[src/sv/lrv_pkg.sv]
// ledger record validator: shared types, constants and crc helper
package lrv_pkg;

  localparam int unsigned RECORD_BYTES = 156;
  localparam int unsigned IDX_W        = 8;

  // byte offsets of the record layout
  localparam logic [IDX_W-1:0] OFS_FORMAT     = IDX_W'(4);
  localparam logic [IDX_W-1:0] OFS_LENGTH     = IDX_W'(6);
  localparam logic [IDX_W-1:0] OFS_SCHEMA     = IDX_W'(8);
  localparam logic [IDX_W-1:0] OFS_SEAL       = IDX_W'(12);
  localparam logic [IDX_W-1:0] OFS_REVISION   = IDX_W'(16);
  localparam logic [IDX_W-1:0] OFS_NETWORK    = IDX_W'(24);
  localparam logic [IDX_W-1:0] OFS_AUTHORITY  = IDX_W'(32);
  localparam logic [IDX_W-1:0] OFS_GENERATION = IDX_W'(40);
  localparam logic [IDX_W-1:0] OFS_RESERVED   = IDX_W'(44);
  localparam logic [IDX_W-1:0] OFS_SEQUENCE   = IDX_W'(48);
  localparam logic [IDX_W-1:0] OFS_HASHES     = IDX_W'(56);
  localparam logic [IDX_W-1:0] OFS_CRC        = IDX_W'(RECORD_BYTES - 4);
  localparam logic [IDX_W-1:0] IDX_RECORD     = IDX_W'(RECORD_BYTES);
  localparam logic [IDX_W-1:0] IDX_MAX        = '1;

  localparam logic [31:0] LEDGER_MAGIC  = 32'h524C4131;
  localparam logic [15:0] LEDGER_FORMAT = 16'd1;
  localparam logic [15:0] LEDGER_LENGTH = 16'(RECORD_BYTES);
  localparam logic [31:0] SEAL_PENDING  = 32'h0000_0000;
  localparam logic [31:0] SEAL_COMMIT   = 32'h5A3CC3A5;
  localparam logic [7:0]  FILL_ZERO     = 8'h00;
  localparam logic [7:0]  FILL_ONES     = 8'hFF;
  localparam logic [31:0] CRC_POLY      = 32'hEDB88320;
  localparam logic [31:0] CRC_INIT      = 32'hFFFF_FFFF;
  localparam logic [31:0] SCHEMA_RESET  = 32'd1;

  typedef enum logic [2:0] {
    CLS_EMPTY       = 3'd0,
    CLS_PENDING     = 3'd1,
    CLS_CORRUPT     = 3'd2,
    CLS_UNSUPPORTED = 3'd3,
    CLS_FOREIGN     = 3'd4,
    CLS_VALID       = 3'd5
  } lrv_class_e;

  typedef enum logic [1:0] {
    REG_NETWORK   = 2'd0,
    REG_AUTHORITY = 2'd1,
    REG_SCHEMA    = 2'd2
  } lrv_reg_e;

  typedef struct packed {
    logic [63:0] network_id;
    logic [63:0] authority_id;
    logic [31:0] schema_id;
  } cfg_t;

  typedef struct packed {
    logic [IDX_W-1:0] byte_index;
    logic [7:0]       fill_byte;
    logic             uniform_flag;
    logic [31:0]      crc_reg;
    logic [31:0]      magic_word;
    logic [15:0]      format_word;
    logic [15:0]      length_word;
    logic [31:0]      schema_word;
    logic [31:0]      seal_word;
    logic [63:0]      revision_word;
    logic [63:0]      network_word;
    logic [63:0]      authority_word;
    logic [31:0]      generation_word;
    logic [63:0]      sequence_word;
    logic [31:0]      stored_crc;
  } rec_t;

  typedef struct packed {
    lrv_class_e  slot_class;
    logic [63:0] revision;
    logic [31:0] generation;
    logic [63:0] applied_seq;
  } res_t;

  localparam rec_t REC_CLEAR = '{
    byte_index:      '0,
    fill_byte:       '0,
    uniform_flag:    1'b1,
    crc_reg:         CRC_INIT,
    magic_word:      '0,
    format_word:     '0,
    length_word:     '0,
    schema_word:     '0,
    seal_word:       '0,
    revision_word:   '0,
    network_word:    '0,
    authority_word:  '0,
    generation_word: '0,
    sequence_word:   '0,
    stored_crc:      '0
  };

  // reflected crc-32, one byte
  function automatic logic [31:0] crc_byte(input logic [31:0] c, input logic [7:0] b);
    logic [31:0] x;
    x = c ^ {24'h0, b};
    for (int k = 0; k < 8; k++) begin
      x = x[0] ? ((x >> 1) ^ CRC_POLY) : (x >> 1);
    end
    return x;
  endfunction

endpackage

[src/sv/lrv_intf.sv]
// ledger record validator: byte, result and register write channels

interface lrv_byte_if;
  logic       valid;
  logic       ready;
  logic [7:0] data_byte;
  logic       last_byte;

  modport source (output valid, output data_byte, output last_byte, input ready);
  modport sink   (input valid, input data_byte, input last_byte, output ready);
endinterface

interface lrv_res_if;
  logic        valid;
  logic        ready;
  logic [2:0]  slot_class;
  logic [63:0] revision;
  logic [31:0] generation;
  logic [63:0] applied_seq;

  modport source (output valid, output slot_class, output revision, output generation,
                  output applied_seq, input ready);
  modport sink   (input valid, input slot_class, input revision, input generation,
                  input applied_seq, output ready);
endinterface

interface lrv_cfg_if;
  logic        valid;
  logic        ready;
  logic [1:0]  reg_index;
  logic [63:0] wr_data;

  modport source (output valid, output reg_index, output wr_data, input ready);
  modport sink   (input valid, input reg_index, input wr_data, output ready);
endinterface

[src/sv/lrv_accum.sv]
// ledger record validator: per-byte record state (count, fill, crc, field shifts)
module lrv_accum (
  input  logic              clk_i,
  input  logic              rst_ni,
  input  logic              take_i,
  input  logic [7:0]        byte_i,
  input  logic              last_i,
  output lrv_pkg::rec_t     rec_nxt_o
);

  lrv_pkg::rec_t rec_q;
  lrv_pkg::rec_t rec_d;

  always_comb begin
    rec_d = rec_q;
    if (rec_q.byte_index < lrv_pkg::IDX_RECORD) begin
      if (rec_q.byte_index == '0) begin
        rec_d.fill_byte    = byte_i;
        rec_d.uniform_flag = (byte_i == lrv_pkg::FILL_ZERO) || (byte_i == lrv_pkg::FILL_ONES);
      end else if (byte_i != rec_q.fill_byte) begin
        rec_d.uniform_flag = 1'b0;
      end

      if (rec_q.byte_index < lrv_pkg::OFS_CRC) begin
        rec_d.crc_reg = lrv_pkg::crc_byte(rec_q.crc_reg, byte_i);
      end

      if (rec_q.byte_index < lrv_pkg::OFS_FORMAT) begin
        rec_d.magic_word = {rec_q.magic_word[23:0], byte_i};
      end else if (rec_q.byte_index < lrv_pkg::OFS_LENGTH) begin
        rec_d.format_word = {rec_q.format_word[7:0], byte_i};
      end else if (rec_q.byte_index < lrv_pkg::OFS_SCHEMA) begin
        rec_d.length_word = {rec_q.length_word[7:0], byte_i};
      end else if (rec_q.byte_index < lrv_pkg::OFS_SEAL) begin
        rec_d.schema_word = {rec_q.schema_word[23:0], byte_i};
      end else if (rec_q.byte_index < lrv_pkg::OFS_REVISION) begin
        rec_d.seal_word = {rec_q.seal_word[23:0], byte_i};
      end else if (rec_q.byte_index < lrv_pkg::OFS_NETWORK) begin
        rec_d.revision_word = {rec_q.revision_word[55:0], byte_i};
      end else if (rec_q.byte_index < lrv_pkg::OFS_AUTHORITY) begin
        rec_d.network_word = {rec_q.network_word[55:0], byte_i};
      end else if (rec_q.byte_index < lrv_pkg::OFS_GENERATION) begin
        rec_d.authority_word = {rec_q.authority_word[55:0], byte_i};
      end else if (rec_q.byte_index < lrv_pkg::OFS_RESERVED) begin
        rec_d.generation_word = {rec_q.generation_word[23:0], byte_i};
      end else if (rec_q.byte_index >= lrv_pkg::OFS_SEQUENCE &&
                   rec_q.byte_index < lrv_pkg::OFS_HASHES) begin
        rec_d.sequence_word = {rec_q.sequence_word[55:0], byte_i};
      end else if (rec_q.byte_index >= lrv_pkg::OFS_CRC) begin
        rec_d.stored_crc = {rec_q.stored_crc[23:0], byte_i};
      end
    end
    // count saturates on overlong input
    if (rec_q.byte_index != lrv_pkg::IDX_MAX) begin
      rec_d.byte_index = rec_q.byte_index + lrv_pkg::IDX_W'(1);
    end
  end

  assign rec_nxt_o = rec_d;

  always_ff @(posedge clk_i or negedge rst_ni) begin
    if (!rst_ni) begin
      rec_q <= lrv_pkg::REC_CLEAR;
    end else if (take_i) begin
      rec_q <= last_i ? lrv_pkg::REC_CLEAR : rec_d;
    end
  end

endmodule

[src/sv/lrv_resq.sv]
// ledger record validator: record classification and two-entry result queue
module lrv_resq (
  input  logic          clk_i,
  input  logic          rst_ni,
  input  logic          push_i,
  input  lrv_pkg::rec_t rec_i,
  input  lrv_pkg::cfg_t cfg_i,
  output logic          full_o,
  lrv_res_if.source     res_o
);

  lrv_pkg::res_t res_d;
  lrv_pkg::res_t ent_q [2];
  logic          wr_ptr_q;
  logic          rd_ptr_q;
  logic [1:0]    cnt_q;
  logic          pop;
  logic          intact;

  always_comb begin
    if (rec_i.byte_index != lrv_pkg::IDX_RECORD) begin
      res_d.slot_class = lrv_pkg::CLS_CORRUPT;
    end else if (rec_i.uniform_flag) begin
      res_d.slot_class = lrv_pkg::CLS_EMPTY;
    end else if (rec_i.magic_word != lrv_pkg::LEDGER_MAGIC ||
                 rec_i.format_word != lrv_pkg::LEDGER_FORMAT ||
                 rec_i.length_word != lrv_pkg::LEDGER_LENGTH) begin
      res_d.slot_class = lrv_pkg::CLS_CORRUPT;
    end else if (rec_i.seal_word == lrv_pkg::SEAL_PENDING) begin
      res_d.slot_class = lrv_pkg::CLS_PENDING;
    end else if (rec_i.seal_word != lrv_pkg::SEAL_COMMIT) begin
      res_d.slot_class = lrv_pkg::CLS_CORRUPT;
    end else if (~rec_i.crc_reg != rec_i.stored_crc) begin
      res_d.slot_class = lrv_pkg::CLS_CORRUPT;
    end else if (rec_i.schema_word != cfg_i.schema_id) begin
      res_d.slot_class = lrv_pkg::CLS_UNSUPPORTED;
    end else if (rec_i.network_word != cfg_i.network_id ||
                 rec_i.authority_word != cfg_i.authority_id) begin
      res_d.slot_class = lrv_pkg::CLS_FOREIGN;
    end else begin
      res_d.slot_class = lrv_pkg::CLS_VALID;
    end

    // decoded fields only for records that passed the integrity checks
    intact = (res_d.slot_class == lrv_pkg::CLS_UNSUPPORTED) ||
             (res_d.slot_class == lrv_pkg::CLS_FOREIGN) ||
             (res_d.slot_class == lrv_pkg::CLS_VALID);
    res_d.revision    = intact ? rec_i.revision_word   : '0;
    res_d.generation  = intact ? rec_i.generation_word : '0;
    res_d.applied_seq = intact ? rec_i.sequence_word   : '0;
  end

  assign full_o = cnt_q[1];
  assign pop    = res_o.valid && res_o.ready;

  always_ff @(posedge clk_i) begin
    if (push_i) begin
      ent_q[wr_ptr_q] <= res_d;
    end
  end

  always_ff @(posedge clk_i or negedge rst_ni) begin
    if (!rst_ni) begin
      wr_ptr_q <= 1'b0;
      rd_ptr_q <= 1'b0;
      cnt_q    <= 2'd0;
    end else begin
      if (push_i) begin
        wr_ptr_q <= ~wr_ptr_q;
      end
      if (pop) begin
        rd_ptr_q <= ~rd_ptr_q;
      end
      if (push_i && !pop) begin
        cnt_q <= cnt_q + 2'd1;
      end else if (pop && !push_i) begin
        cnt_q <= cnt_q - 2'd1;
      end
    end
  end

  assign res_o.valid       = (cnt_q != 2'd0);
  assign res_o.slot_class  = ent_q[rd_ptr_q].slot_class;
  assign res_o.revision    = ent_q[rd_ptr_q].revision;
  assign res_o.generation  = ent_q[rd_ptr_q].generation;
  assign res_o.applied_seq = ent_q[rd_ptr_q].applied_seq;

endmodule

[src/sv/ledger_record_validator_core.sv]
// ledger record validator: top level with input register and register file
//
//  channel  dir  modport  payload
//  byte_i   in   sink     data_byte[7:0], last_byte
//  res_o    out  source   slot_class[2:0], revision[63:0], generation[31:0],
//                         applied_seq[63:0]
//  cfg_i    in   sink     reg_index[1:0] (network, authority, schema), wr_data[63:0]
//
// one byte per cycle sustained while the input is not stalled; a byte is registered at
// accept and folded into the record state (crc, count, field shifts) when it leaves the
// input register, and a marked byte's result is queued in that step. reset clears the
// record state and loads the register defaults (schema 1). results wait in a two-entry
// queue; input stalls only while a marked byte is held and that queue is full.
module ledger_record_validator_core (
  input  logic      clk_i,
  input  logic      rst_ni,
  lrv_byte_if.sink  byte_i,
  lrv_res_if.source res_o,
  lrv_cfg_if.sink   cfg_i
);

  logic          in_vld_q;
  logic [7:0]    in_byte_q;
  logic          in_last_q;
  logic          advance;
  logic          q_full;
  logic          push;
  lrv_pkg::cfg_t cfg_q;
  lrv_pkg::rec_t rec_nxt;

  assign advance      = in_vld_q && (!in_last_q || !q_full);
  assign push         = advance && in_last_q;
  assign byte_i.ready = !in_vld_q || advance;
  assign cfg_i.ready  = 1'b1;

  always_ff @(posedge clk_i or negedge rst_ni) begin
    if (!rst_ni) begin
      in_vld_q <= 1'b0;
    end else if (byte_i.valid && byte_i.ready) begin
      in_vld_q <= 1'b1;
    end else if (advance) begin
      in_vld_q <= 1'b0;
    end
  end

  always_ff @(posedge clk_i) begin
    if (byte_i.valid && byte_i.ready) begin
      in_byte_q <= byte_i.data_byte;
      in_last_q <= byte_i.last_byte;
    end
  end

  always_ff @(posedge clk_i or negedge rst_ni) begin
    if (!rst_ni) begin
      cfg_q.network_id   <= '0;
      cfg_q.authority_id <= '0;
      cfg_q.schema_id    <= lrv_pkg::SCHEMA_RESET;
    end else if (cfg_i.valid && cfg_i.ready) begin
      case (lrv_pkg::lrv_reg_e'(cfg_i.reg_index))
        lrv_pkg::REG_NETWORK:   cfg_q.network_id   <= cfg_i.wr_data;
        lrv_pkg::REG_AUTHORITY: cfg_q.authority_id <= cfg_i.wr_data;
        lrv_pkg::REG_SCHEMA:    cfg_q.schema_id    <= cfg_i.wr_data[31:0];
        default: begin
          // index outside the register list is dropped
        end
      endcase
    end
  end

  lrv_accum u_accum (
    .clk_i     (clk_i),
    .rst_ni    (rst_ni),
    .take_i    (advance),
    .byte_i    (in_byte_q),
    .last_i    (in_last_q),
    .rec_nxt_o (rec_nxt)
  );

  lrv_resq u_resq (
    .clk_i  (clk_i),
    .rst_ni (rst_ni),
    .push_i (push),
    .rec_i  (rec_nxt),
    .cfg_i  (cfg_q),
    .full_o (q_full),
    .res_o  (res_o)
  );

  // a marked byte never enters a full result queue
  a_no_overflow: assert property (@(posedge clk_i) disable iff (!rst_ni)
    push |-> !q_full)
    else $error("result queue overflow");

  // a result only appears after a marked byte was folded in
  a_result_cause: assert property (@(posedge clk_i) disable iff (!rst_ni)
    $rose(res_o.valid) |-> $past(push))
    else $error("result without a marked byte");

  // a held byte keeps its value until it is folded in
  a_hold_byte: assert property (@(posedge clk_i) disable iff (!rst_ni)
    (in_vld_q && !advance) |=> (in_vld_q && $stable(in_byte_q) && $stable(in_last_q)))
    else $error("held byte lost");

endmodule

[src/flat_wrapper.sv]
// flat-port wrapper written by rule: the top's interface ports become plain ports
module ledger_record_validator_core_flat 
  (clk_i, rst_ni, byte_i_valid, byte_i_data_byte, byte_i_last_byte, byte_i_ready, res_o_valid, res_o_slot_class, res_o_revision, res_o_generation, res_o_applied_seq, res_o_ready, cfg_i_valid, cfg_i_reg_index, cfg_i_wr_data, cfg_i_ready);
  lrv_byte_if byte_i_i ();
  lrv_res_if res_o_i ();
  lrv_cfg_if cfg_i_i ();
  input  logic clk_i;
  input  logic rst_ni;
  input wire logic [$bits(byte_i_i.valid)-1:0] byte_i_valid;
  input wire logic [$bits(byte_i_i.data_byte)-1:0] byte_i_data_byte;
  input wire logic [$bits(byte_i_i.last_byte)-1:0] byte_i_last_byte;
  output wire logic [$bits(byte_i_i.ready)-1:0] byte_i_ready;
  output wire logic [$bits(res_o_i.valid)-1:0] res_o_valid;
  output wire logic [$bits(res_o_i.slot_class)-1:0] res_o_slot_class;
  output wire logic [$bits(res_o_i.revision)-1:0] res_o_revision;
  output wire logic [$bits(res_o_i.generation)-1:0] res_o_generation;
  output wire logic [$bits(res_o_i.applied_seq)-1:0] res_o_applied_seq;
  input wire logic [$bits(res_o_i.ready)-1:0] res_o_ready;
  input wire logic [$bits(cfg_i_i.valid)-1:0] cfg_i_valid;
  input wire logic [$bits(cfg_i_i.reg_index)-1:0] cfg_i_reg_index;
  input wire logic [$bits(cfg_i_i.wr_data)-1:0] cfg_i_wr_data;
  output wire logic [$bits(cfg_i_i.ready)-1:0] cfg_i_ready;
  assign byte_i_i.valid = byte_i_valid;
  assign byte_i_i.data_byte = byte_i_data_byte;
  assign byte_i_i.last_byte = byte_i_last_byte;
  assign byte_i_ready = byte_i_i.ready;
  assign res_o_valid = res_o_i.valid;
  assign res_o_slot_class = res_o_i.slot_class;
  assign res_o_revision = res_o_i.revision;
  assign res_o_generation = res_o_i.generation;
  assign res_o_applied_seq = res_o_i.applied_seq;
  assign res_o_i.ready = res_o_ready;
  assign cfg_i_i.valid = cfg_i_valid;
  assign cfg_i_i.reg_index = cfg_i_reg_index;
  assign cfg_i_i.wr_data = cfg_i_wr_data;
  assign cfg_i_ready = cfg_i_i.ready;
  ledger_record_validator_core u_core (.clk_i(clk_i), .rst_ni(rst_ni), .byte_i(byte_i_i), .res_o(res_o_i), .cfg_i(cfg_i_i));
endmodule
[config.mk]
export PLATFORM = sky130hd
export DESIGN_NAME = ledger_record_validator_core_flat
export DESIGN_NICKNAME = d
export VERILOG_FILES = /design/src/sv/lrv_pkg.sv /design/src/sv/lrv_intf.sv /design/src/sv/lrv_accum.sv /design/src/sv/lrv_resq.sv /design/src/sv/ledger_record_validator_core.sv /design/src/flat_wrapper.sv
export SDC_FILE = /design/constraint.sdc
export NUM_CORES = 2
export LEC_CHECK = 0
export BUFFER_PORTS_ARGS = -buffer_cell sky130_fd_sc_hd__buf_4
export CORE_MARGIN = 2
export CORE_UTILIZATION = 55
export DETAILED_ROUTE_END_ITERATION = 8
export MAX_ROUTING_LAYER = met4
export PLACE_DENSITY = 0.73
export SYNTH_ARGS = -nofsm -noshare
export SYNTH_HDL_FRONTEND = slang
export SYNTH_HIERARCHICAL = 1
export SYNTH_SLANG_ARGS = --single-unit
[constraint.sdc]
create_clock -name clk_i -period 21.7 [get_ports clk_i]
set_clock_uncertainty 0.05 [all_clocks]
set_input_delay 6.51 -clock clk_i [delete_from_list [all_inputs] [get_ports clk_i]]
set_output_delay 6.51 -clock clk_i [all_outputs]
set_load 0.01 [all_outputs]
==> metrics.txt <==
status complete, no violations; I/O Buffers 244; Hold Violations, Final 0; setup total negative slack 0 ps; met3 routed WL about 6 mm; M1 WL ~53 mm; DRC violations left 0; Layout area overhead 11.44%; CTS Hold Buffers Added 0; wire length on met2 57.25 mm; worst setup path class flip-flop to output port; die span in x 303.4 µm; FILL cells around 6,700; Tcrit/Tclk final a little under half; largest net degree at the start of global routing 167; total die area 0.09203 mm²; Pleak ~23 nW; synthesized netlist cell count 3,684; nets 3,851; vias per cell 6.308; CTS sink count 997; Synth Cell Area just under 0.05 mm²; layout cells sized above 1 33.43%; grt total ovfl 0; Req. time, crit path 15,140 ps; most used cell, CP buf_4; Achievable Freq 0.09810 GHz; final WL 119.0 mm; # Post-CTS Setup Buffers 0; CP Capture Type output port; Mapped Nets 3,767; Slew HR 18.72%; antenna viol nets, final 0; P per Cell Area around 110 mW/mm²; GR Util All Layers 26.32%; CP max stage delay between 800 and 900 ps; Detailed Routing Iterations Pass 1 6; Clk Latency, worst-skew pair 680 ps; Initial Util 55.60%; post_cts resized 0; Clock Tree Root clkbuf_16; Synth Warn # 6; max layer used met4; commonest non-fill, non-tap cell in the layout mux2_2; CP Max Fanout a little under 80; Final Critical Period 10,190 ps; CTS tree yes; core area 0.08865 mm²; vias in the first global route 30,423; commonest non-fill, non-tap cells in the layout mux2_2 (683), dfrtp_1 (627), edfxtp_1 (335); RSZ-0062 raised after global routing no; H-tree levels 3; IO Pins 246; Setup violations, final 0; FP Rows between 100 and 150; Slew @ Worst Pin 1219 ps; Slew Limit Fails 0; HP Class flip-flop to flip-flop; die height 303.4 µm; Final WS setup 11,510 ps; total CTS buffers 103; worst ir drop on vdd about 0.000063 V; DR WL/cell 23.69 µm; RD Place Congestion around 0.85; HPWL after DPL 74.19 mm; Worst Setup Start Kind flip-flop; Crit-path slowest cell buf_4; Critical Path AT 3630 ps; Buf/Inv on CP 3; crit-path cells buf_4, buf_4, mux2_2, buf_4; max cap viols 0; crit-path leading delay family buffers and inverters; clk buf depth 3; Mean Syn Cell Area roughly 13 µm²; clk slew on worst S/H paths about 60 ps; Initial DRC Count approximately 3,000; n_diodes 0; vias after detailed routing 31,672; worst slack, placed 11,740 ps; first-pass GRT wire length 184.1 mm; initial antenna violation count 0
power by group:
part / switching, mW / internal (mW) / leakage (nW)
clock network: 0.741 / 1.04 / 1.64
registers: 0.176 / 2.18 / 12.1
logic: 0.898 / 0.801 / 9.27
total: 1.82 / 4.02 / 23.0
per-stage QoR:
step,hold WS (ps),total power [mW],std cells,cell area [µm²],utilization [%]
finish,441.1,5.833,5021,54930,61.96
global route,460.7,6.104,5021,54930,61.96
CTS,447.2,5.868,5021,54930,61.96
detailed placement,430.1,4.081,4828,51540,58.14
global placement,427.1,4.054,4828,51540,58.14
floorplan,403.1,3.597,3684,49290,-
area by class of cell:
type	instances	area (µm²)	share of cell area [%]
Inverter	5	26.28	0.04784
Tap cell	1165	1458	2.654
Clock inverter	48	491.7	0.8953
Timing Repair Buffer	299	2265	4.123
Multi-Input combinational cell	2362	21120	38.44
Sequential cell	997	26670	48.56
Clock buffer	145	2898	5.276
flip-flops by register name, summed over array words and instances, names as in the netlist:
name and count:
u_core/u_resq/rd_ptr_q 1, u_core/u_resq/ent_q 326, u_core/in_byte_q 8, u_core/cfg_q 160, u_core/in_last_q 1, u_core/in_vld_q 1
u_core/u_resq/wr_ptr_q 1, u_core/u_accum/rec_q 497, u_core/u_resq/cnt_q 2
path summary, 6_finish.rpt:
| check | to | slack, ps | from | depth (start not counted) |
|---|---|---|---|---|
| max | res_o_applied_seq[0] | 11510 | u_core/u_resq/rd_ptr_q | 4 |
| min | u_core/u_accum/rec_q[249] | 440 | u_core/u_accum/rec_q[249] | 1 |
| max reg2reg | u_core/u_resq/ent_q[0][63] | 15620 | u_core/u_accum/rec_q[496] | 10 |
| min reg2reg | u_core/u_accum/rec_q[249] | 440 | u_core/u_accum/rec_q[249] | 1 |
| max in group asynchronous | u_core/u_accum/rec_q[74] | 12630 | rst_ni | 4 |
| min in group asynchronous | u_core/u_accum/rec_q[358] | 5780 | rst_ni | 1 |
layer usage:
layer / track usage, % / vias up
met3: 3.120 / 156
met5: - / -
li1: - / 14386
met2: 40.38 / 870
met1: 37.60 / 16260
met4: 6.536 / 0
(Power assumes the default switching activity.)
